### config.mk
export PLATFORM = sky130hd
export DESIGN_NAME = ntab_ctrl
export DESIGN_NICKNAME = d
export VERILOG_FILES = /design/src/rtl/ntab_pkg.sv /design/src/rtl/ntab_ctrl.sv
export SDC_FILE = /design/constraint.sdc
export NUM_CORES = 1
export LEC_CHECK = 0
export BUFFER_PORTS_ARGS = -buffer_cell sky130_fd_sc_hd__buf_4
export CORE_AREA = 2 2 213 215
export CTS_CLUSTER_DIAMETER = 60
export DETAILED_ROUTE_END_ITERATION = 8
export DIE_AREA = 0 0 215 217
export PLACE_DENSITY_LB_ADDON = 0.05
export RECOVER_POWER = 100
export SLEW_MARGIN = 20
export SYNTH_ARGS = -nofsm -noshare
export SYNTH_HDL_FRONTEND = slang
export SYNTH_SLANG_ARGS = --single-unit
### constraint.sdc
create_clock -name clk -period 11.2 [get_ports clk]
set_input_delay 1.68 -clock clk [delete_from_list [all_inputs] [get_ports clk]]
set_output_delay 1.68 -clock clk [all_outputs]
set_load 0.01 [all_outputs]
### src/rtl/ntab_pkg.sv
// Package for the neighbor table: entry, request and result types, opcodes,
// field offsets of the stream words and fixed constants. No dependencies.
package ntab_pkg;

    localparam logic [1:0] OP_NOTE   = 2'd0;
    localparam logic [1:0] OP_EXPIRE = 2'd1;
    localparam logic [1:0] OP_READ   = 2'd2;

    localparam logic [31:0] TIME_MAX  = 32'hFFFF_FFFF;
    localparam logic [31:0] AGE_RESET = 32'd6000;

    localparam int IN_DATA_W  = 128;
    localparam int IN_USER_W  = 2;
    localparam int OUT_DATA_W = 136;
    localparam int OUT_USER_W = 1;
    localparam int CFG_W      = 32;

    localparam int IN_ID_LSB   = 0;
    localparam int IN_PAY_LSB  = 24;
    localparam int IN_NOW_LSB  = 88;
    localparam int IN_IDX_LSB  = 120;
    localparam int IN_USED_W   = 125;

    localparam int OUT_ID_LSB   = 0;
    localparam int OUT_PAY_LSB  = 24;
    localparam int OUT_TIME_LSB = 88;
    localparam int OUT_SLOT_LSB = 120;
    localparam int OUT_REPL_BIT = 125;
    localparam int OUT_CNT_LSB  = 126;
    localparam int OUT_USED_W   = 132;

    typedef struct packed {
        logic [31:0] last_seen;
        logic [63:0] payload;
        logic [23:0] id;
    } entry_t;

    typedef struct packed {
        logic [1:0]  opcode;
        logic [23:0] node_id;
        logic [63:0] payload;
        logic [31:0] now_ms;
        logic [4:0]  read_index;
    } req_t;

    typedef struct packed {
        logic        entry_valid;
        logic [23:0] entry_id;
        logic [63:0] entry_payload;
        logic [31:0] entry_last_seen;
        logic [4:0]  slot_used;
        logic        replaced_oldest;
        logic [5:0]  entry_count;
    } result_t;

endpackage

### src/rtl/ntab_ctrl.sv
// Sequencer of the neighbor table: lookup, oldest search, expire compaction
// and read over the entry store, plus the result register.
// Depends on ntab_pkg; drives the ports of ntab_mem.
module ntab_ctrl #(
    parameter int ENTRIES = 32,
    parameter int IW      = 5
) (
    input  logic              clk,
    input  logic              rst_n,
    input  logic              req_valid,
    output logic              req_ready,
    input  ntab_pkg::req_t    req,
    input  logic [31:0]       max_age,
    output logic              res_valid,
    input  logic              res_ready,
    output ntab_pkg::result_t res,
    output logic              mem_rd_en,
    output logic [IW-1:0]     mem_rd_addr,
    input  ntab_pkg::entry_t  mem_rd_data,
    output logic              mem_wr_en,
    output logic [IW-1:0]     mem_wr_addr,
    output ntab_pkg::entry_t  mem_wr_data
);

    localparam int CW   = $clog2(ENTRIES + 1);
    localparam int CMPW = (CW > 5) ? CW : 5;

    typedef enum logic [5:0] {
        S_IDLE = 6'b000001,
        S_SCAN = 6'b000010,
        S_EXP  = 6'b000100,
        S_RD   = 6'b001000,
        S_WR   = 6'b010000,
        S_DONE = 6'b100000
    } state_t;

    state_t            state_reg, state_next;
    logic [CW-1:0]     count_reg, count_next;
    logic [CW-1:0]     iss_reg, iss_next;
    logic [CW-1:0]     keep_reg, keep_next;
    logic              rv_reg, rv_next;
    logic [IW-1:0]     ri_reg, ri_next;
    logic              out_valid_reg, out_valid_next;

    logic [1:0]        op_reg, op_next;
    logic [23:0]       id_reg, id_next;
    logic [63:0]       pay_reg, pay_next;
    logic [31:0]       now_reg, now_next;
    logic [IW-1:0]     slot_reg, slot_next;
    logic [31:0]       min_reg, min_next;
    logic              ev_reg, ev_next;
    logic              rvalid_reg, rvalid_next;
    ntab_pkg::entry_t  rentry_reg, rentry_next;
    ntab_pkg::result_t out_reg, out_next;

    logic              last;
    logic [CMPW-1:0]   idx_w;
    logic [CMPW-1:0]   cnt_w;
    logic [31:0]       age;
    logic              kept;

    assign req_ready = (state_reg == S_IDLE);
    assign res_valid = out_valid_reg;
    assign res       = out_reg;

    assign last  = rv_reg && ((CW'(ri_reg) + CW'(1)) == count_reg);
    assign idx_w = CMPW'(req.read_index);
    assign cnt_w = CMPW'(count_reg);
    assign age   = now_reg - mem_rd_data.last_seen;
    assign kept  = (age <= max_age);

    always_comb
    begin
        state_next     = state_reg;
        count_next     = count_reg;
        iss_next       = iss_reg;
        keep_next      = keep_reg;
        out_valid_next = out_valid_reg;
        op_next        = op_reg;
        id_next        = id_reg;
        pay_next       = pay_reg;
        now_next       = now_reg;
        slot_next      = slot_reg;
        min_next       = min_reg;
        ev_next        = ev_reg;
        rvalid_next    = rvalid_reg;
        rentry_next    = rentry_reg;
        out_next       = out_reg;

        mem_rd_en   = 1'b0;
        mem_rd_addr = iss_reg[IW-1:0];
        mem_wr_en   = 1'b0;
        mem_wr_addr = slot_reg;
        mem_wr_data.id        = id_reg;
        mem_wr_data.payload   = pay_reg;
        mem_wr_data.last_seen = now_reg;

        if (out_valid_reg && res_ready)
        begin
            out_valid_next = 1'b0;
        end

        unique case (state_reg)
            S_IDLE:
            begin
                if (req_valid)
                begin
                    op_next     = req.opcode;
                    id_next     = req.node_id;
                    pay_next    = req.payload;
                    now_next    = req.now_ms;
                    iss_next    = '0;
                    keep_next   = '0;
                    min_next    = ntab_pkg::TIME_MAX;
                    slot_next   = '0;
                    ev_next     = 1'b0;
                    rvalid_next = 1'b0;
                    rentry_next = '0;
                    unique case (req.opcode)
                        ntab_pkg::OP_NOTE:
                        begin
                            if (count_reg == '0)
                            begin
                                count_next = CW'(1);
                                state_next = S_WR;
                            end
                            else
                            begin
                                state_next = S_SCAN;
                            end
                        end
                        ntab_pkg::OP_EXPIRE:
                        begin
                            state_next = (count_reg == '0) ? S_DONE : S_EXP;
                        end
                        ntab_pkg::OP_READ:
                        begin
                            if (idx_w < cnt_w)
                            begin
                                mem_rd_en   = 1'b1;
                                mem_rd_addr = IW'(idx_w);
                                state_next  = S_RD;
                            end
                            else
                            begin
                                state_next = S_DONE;
                            end
                        end
                        default:
                        begin
                            state_next = S_DONE;
                        end
                    endcase
                end
            end
            S_SCAN:
            begin
                if (iss_reg < count_reg)
                begin
                    mem_rd_en = 1'b1;
                    iss_next  = iss_reg + CW'(1);
                end
                if (rv_reg)
                begin
                    if (mem_rd_data.id == id_reg)
                    begin
                        slot_next  = ri_reg;
                        state_next = S_WR;
                    end
                    else
                    begin
                        if (mem_rd_data.last_seen < min_reg)
                        begin
                            min_next  = mem_rd_data.last_seen;
                            slot_next = ri_reg;
                        end
                        if (last)
                        begin
                            if (count_reg < CW'(ENTRIES))
                            begin
                                slot_next  = count_reg[IW-1:0];
                                count_next = count_reg + CW'(1);
                            end
                            else
                            begin
                                ev_next = 1'b1;
                            end
                            state_next = S_WR;
                        end
                    end
                end
            end
            S_EXP:
            begin
                if (iss_reg < count_reg)
                begin
                    mem_rd_en = 1'b1;
                    iss_next  = iss_reg + CW'(1);
                end
                if (rv_reg)
                begin
                    if (kept)
                    begin
                        mem_wr_en   = 1'b1;
                        mem_wr_addr = keep_reg[IW-1:0];
                        mem_wr_data = mem_rd_data;
                        keep_next   = keep_reg + CW'(1);
                    end
                    if (last)
                    begin
                        count_next = keep_reg + CW'(kept);
                        state_next = S_DONE;
                    end
                end
            end
            S_RD:
            begin
                rentry_next = mem_rd_data;
                rvalid_next = 1'b1;
                state_next  = S_DONE;
            end
            S_WR:
            begin
                mem_wr_en  = 1'b1;
                state_next = S_DONE;
            end
            S_DONE:
            begin
                if (!out_valid_reg || res_ready)
                begin
                    out_valid_next           = 1'b1;
                    out_next.entry_valid     = rvalid_reg;
                    out_next.entry_id        = rentry_reg.id;
                    out_next.entry_payload   = rentry_reg.payload;
                    out_next.entry_last_seen = rentry_reg.last_seen;
                    out_next.slot_used       = (op_reg == ntab_pkg::OP_NOTE) ?
                                               5'(slot_reg) : 5'd0;
                    out_next.replaced_oldest = ev_reg;
                    out_next.entry_count     = 6'(count_reg);
                    state_next               = S_IDLE;
                end
            end
            default:
            begin
                state_next = S_IDLE;
            end
        endcase
    end

    assign rv_next = mem_rd_en;
    assign ri_next = mem_rd_addr;

    always_ff @(posedge clk or negedge rst_n)
    begin
        if (!rst_n)
        begin
            state_reg     <= S_IDLE;
            count_reg     <= '0;
            iss_reg       <= '0;
            keep_reg      <= '0;
            rv_reg        <= 1'b0;
            out_valid_reg <= 1'b0;
        end
        else
        begin
            state_reg     <= state_next;
            count_reg     <= count_next;
            iss_reg       <= iss_next;
            keep_reg      <= keep_next;
            rv_reg        <= rv_next;
            out_valid_reg <= out_valid_next;
        end
    end

    always_ff @(posedge clk)
    begin
        ri_reg     <= ri_next;
        op_reg     <= op_next;
        id_reg     <= id_next;
        pay_reg    <= pay_next;
        now_reg    <= now_next;
        slot_reg   <= slot_next;
        min_reg    <= min_next;
        ev_reg     <= ev_next;
        rvalid_reg <= rvalid_next;
        rentry_reg <= rentry_next;
        out_reg    <= out_next;
    end

endmodule

==> key figures <==
Setup path
  – Crit end category: primary output
  – Crit path launch: mem_rd_data[88]
  – Crit-path max FO: 43
  – Worst path slowest cell: clkbuf_2
  – Crit path DAT: 8.15 ns
  – Crit path largest cell delay: 0.93 ns
  – Setup slack, reg-to-reg: 4.05 ns
  – RR Endpoint: rentry_reg[64]$_SDFFCE_PN0P_
  – R2r worst-path depth: 7
  – Startpoint Class: primary input
  – CP cell instances: clkbuf_1 -> ha_1 -> fa_1 -> nor2b_1 -> o2111ai_1 -> a211oi_1 -> o21ai_0 -> o31ai_1 -> a2111oi_0 -> or4_1 -> o211ai_1 -> ha_1 -> a21o_1 -> a21oi_1 -> o21ai_0 -> a221oi_1 -> o21ba_1 -> clkbuf_2 -> mux2_2 -> clkbuf_1
  – Req. time, crit path: 9.52 ns
  – Worst Setup EP: mem_wr_data[93]
  – WS Path Type: primary input to primary output
  – R2R Path Start: state_reg[3]$_DFFE_PN0P_

Global route
  – Vias in the first global route: 14000
  – Initial antenna violation count: 6
  – First-pass GRT wire length: 87200 um
  – GRT overflow: 0
  – GRT Total Usage: 0.248
  – Largest net degree at the start of global routing: 92

Place
  – Final HPWL DP: 44400 um
  – Area after DPL: 25400 sq um
  – Global placement routability congestion: 0.895
  – Place WS: 2.09 ns
  – I/O Buffers: 549

Layout
  – # nets final: 2440
  – Commonest cells after routing, fill and taps aside: edfxtp_1, clkbuf_1, buf_4, clkbuf_4, inv_1
  – Layout cell share with drive strength beyond 1: 0.233
  – Commonest non-fill, non-tap cell in the layout: edfxtp_1
  – Final Cell Area: 26000 sq um
  – Max reg flops: 133
  – Area Overhead vs Synth: 26.3%

Logic synthesis
  – Top FF cell, synth: edfxtp_1
  – Post-Syn Nets: 1863
  – Syn avg cell area: 14.0 sq um
  – Post-synthesis instance area: 20600 sq um
  – FF+latch count, synth: 445
  – Main area contributors after synthesis: edfxtp_1, ha_1, mux2_2, dfrtp_1, and2_1
  – Async SR Flop Fraction: 0.0584
  – Share of the synthesized area in the top cell type: 0.603
  – Synth unique cells: 72
  – Seq/Total Area, Yosys: 0.639
  – Post-synth EDFFs: 414
  – Syn Inst Count: 1468
  – Post-synth top area cell: edfxtp_1
  – Ys Warns: 0

STA
  – Final Hold Viols: 0
  – Final Skew: 0.0145 ns
  – RSZ-0062 raised after global routing: false
  – Slew Limit Headroom: -1.81
  – Setup violations, final: 0
  – Final worst path period share: 0.877
  – Least-Margin Pin Slew: 4.22 ns
  – Setup WS post-layout: 1.37 ns
  – Fin. max-slew vios: 561
  – Setup_tns: 0 ns
  – Fin crit period: 9.83 ns
  – F_max: 0.102 GHz

CTS
  – CTS Sinks: 445
  – CTS clk-pin slew, worst paths: 0.06 ns
  – CTS HTree Levels: 2
  – Setup bufs post-CTS: 0
  – Post-CTS Hold Buffers: 0
  – Worst-skew pair later-pin latency: 0.59 ns
  – Post-CTS Resized: 0
  – CTS buffer count: 50
  – CTS max path bufs: 3
  – CTS tree: done
  – Clock root cell: clkbuf_16

Worst hold path
  – Worst Hold Class: register to register
  – WHS Path Cells: 0

Routing
  – 1st-pass router iterations: 5
  – 1st-iter DRT viols: 863
  – Via density: 5.25
  – Antenna Nets Post-Route: 0
  – Post-route DRC: 0
  – Average wire per standard cell: 22.0 um
  – Vias: 14100
  – Final WL: 59200 um

Pwr
  – Worst ir drop on vdd: 242 uV
  – Pwr dens: 223 nW/um^2
  – Leakage power: 10.3 nW

Floorplanning
  – Die Wd: 215 um
  – Io pins: 550
  – Core Rows: 78
  – Die height: 217 um
  – Die Area: 46700 sq um
  – Core area: 44700 sq um
  – Starting Density: 0.461

Run status
  – Failing checks: max-capacitance violations, max-slew violations
  – Run status: complete, but fails checks

Run
  – Maxcap violations: 11
-- worst max-delay path, delay by kind of cell --
family,cells,cell delay [ns]
AND/OR/NAND/NOR,2,0.70
AO/OA/AOI/OAI,11,3.07
adder cells (fa/ha/maj),3,0.95
buffers and inverters,3,1.22
multiplexers,1,0.44
-- routing by layer --
metal,part of all wire,global-route usage
met1,0.42,0.317
met2,0.50,0.431
met3,0.054,0.0481
met4,0.024,0.0708
met5,0,0
-- report_power, final --
group | internal [mW] | switching, mW | total, mW | leakage, nW
logic | 0.523 | 0.958 | 1.48 | 5.38
registers | 2.45 | 0.159 | 2.61 | 4.13
clock network | 1.03 | 0.681 | 1.71 | 0.834
total | 4.00 | 1.80 | 5.80 | 10.3
-- final cells by class --
type | instances | area, sq um
clock inverter | 34 | 413
fill | 3946 | 18700
inverter | 119 | 448
timing repair buffer | 561 | 3170
multi-input combinational | 868 | 6760
sequential | 445 | 13200
clock buffer | 59 | 1310
antenna | 6 | 15.0
tap | 600 | 751
-- cell usage after synthesis (4+ instances only) --
master / count
buf_6: 12
nor3_1: 10
nand3_1: 25
or3_1: 5
o211ai_1: 4
nand4_1: 23
a21o_1: 55
dfrtp_1: 25
o21ai_0: 34
nand3b_1: 6
dfxtp_1: 5
a21oi_1: 52
xnor2_1: 43
and2_1: 97
nor4_1: 10
inv_1: 116
xor2_1: 17
a211oi_1: 6
nor2_1: 63
o21a_1: 4
a22o_1: 4
nand2_1: 67
and3_2: 5
mux2i_1: 8
mux2_1: 12
nor2b_1: 4
ha_1: 111
a31o_2: 6
mux2_2: 117
edfxtp_1: 414
a221o_1: 5
and4_1: 4
and3_1: 4
clkbuf_1: 17
a31oi_1: 8
nand2b_1: 18
-- how the worst min path moves through the flow --
stage | start | end | slack, ns
after global routing | rentry_reg[58]$_SDFFCE_PN0P_ | res[78]$_DFFE_PP_ | 0.42
final | rentry_reg[30]$_SDFFCE_PN0P_ | res[50]$_DFFE_PP_ | 0.41
after floorplan | rentry_reg[80]$_SDFFCE_PN0P_ | res[100]$_DFFE_PP_ | 0.40
after detailed placement | rentry_reg[3]$_SDFFCE_PN0P_ | res[111]$_DFFE_PP_ | 0.40
after CTS | rentry_reg[30]$_SDFFCE_PN0P_ | res[50]$_DFFE_PP_ | 0.41
after global placement | rentry_reg[76]$_SDFFCE_PN0P_ | res[96]$_DFFE_PP_ | 0.40
-- logic make-up (layout without fill, tap and decap cells) --
kind of cell | after synthesis | in the layout | synth area share
other | 0 | 6 | 0
muxes | 137 | 137 | 0.0743
adders and majority gates | 112 | 112 | 0.0683
buffers and inverters | 155 | 773 | 0.0332
DFF | 445 | 445 | 0.639
AOI/OAI and AO/OA | 212 | 212 | 0.0703
xor gates and xnor gates | 60 | 60 | 0.0255
and+or+nand+nor | 347 | 347 | 0.0892
-- through the flow --
stage	util	hold WS [ns]	total power, mW	cells
3_3_place_gp	0.568	0.400	4.22	2592
2_1_floorplan	-	0.400	3.53	1468
4_1_cts	0.607	0.415	5.98	2686
6_report	0.583	0.414	5.80	2692
3_5_place_dp	0.569	0.405	4.25	2593
5_1_grt	0.583	0.417	6.10	2692
Note: power is estimated with default switching activity, not from simulation.
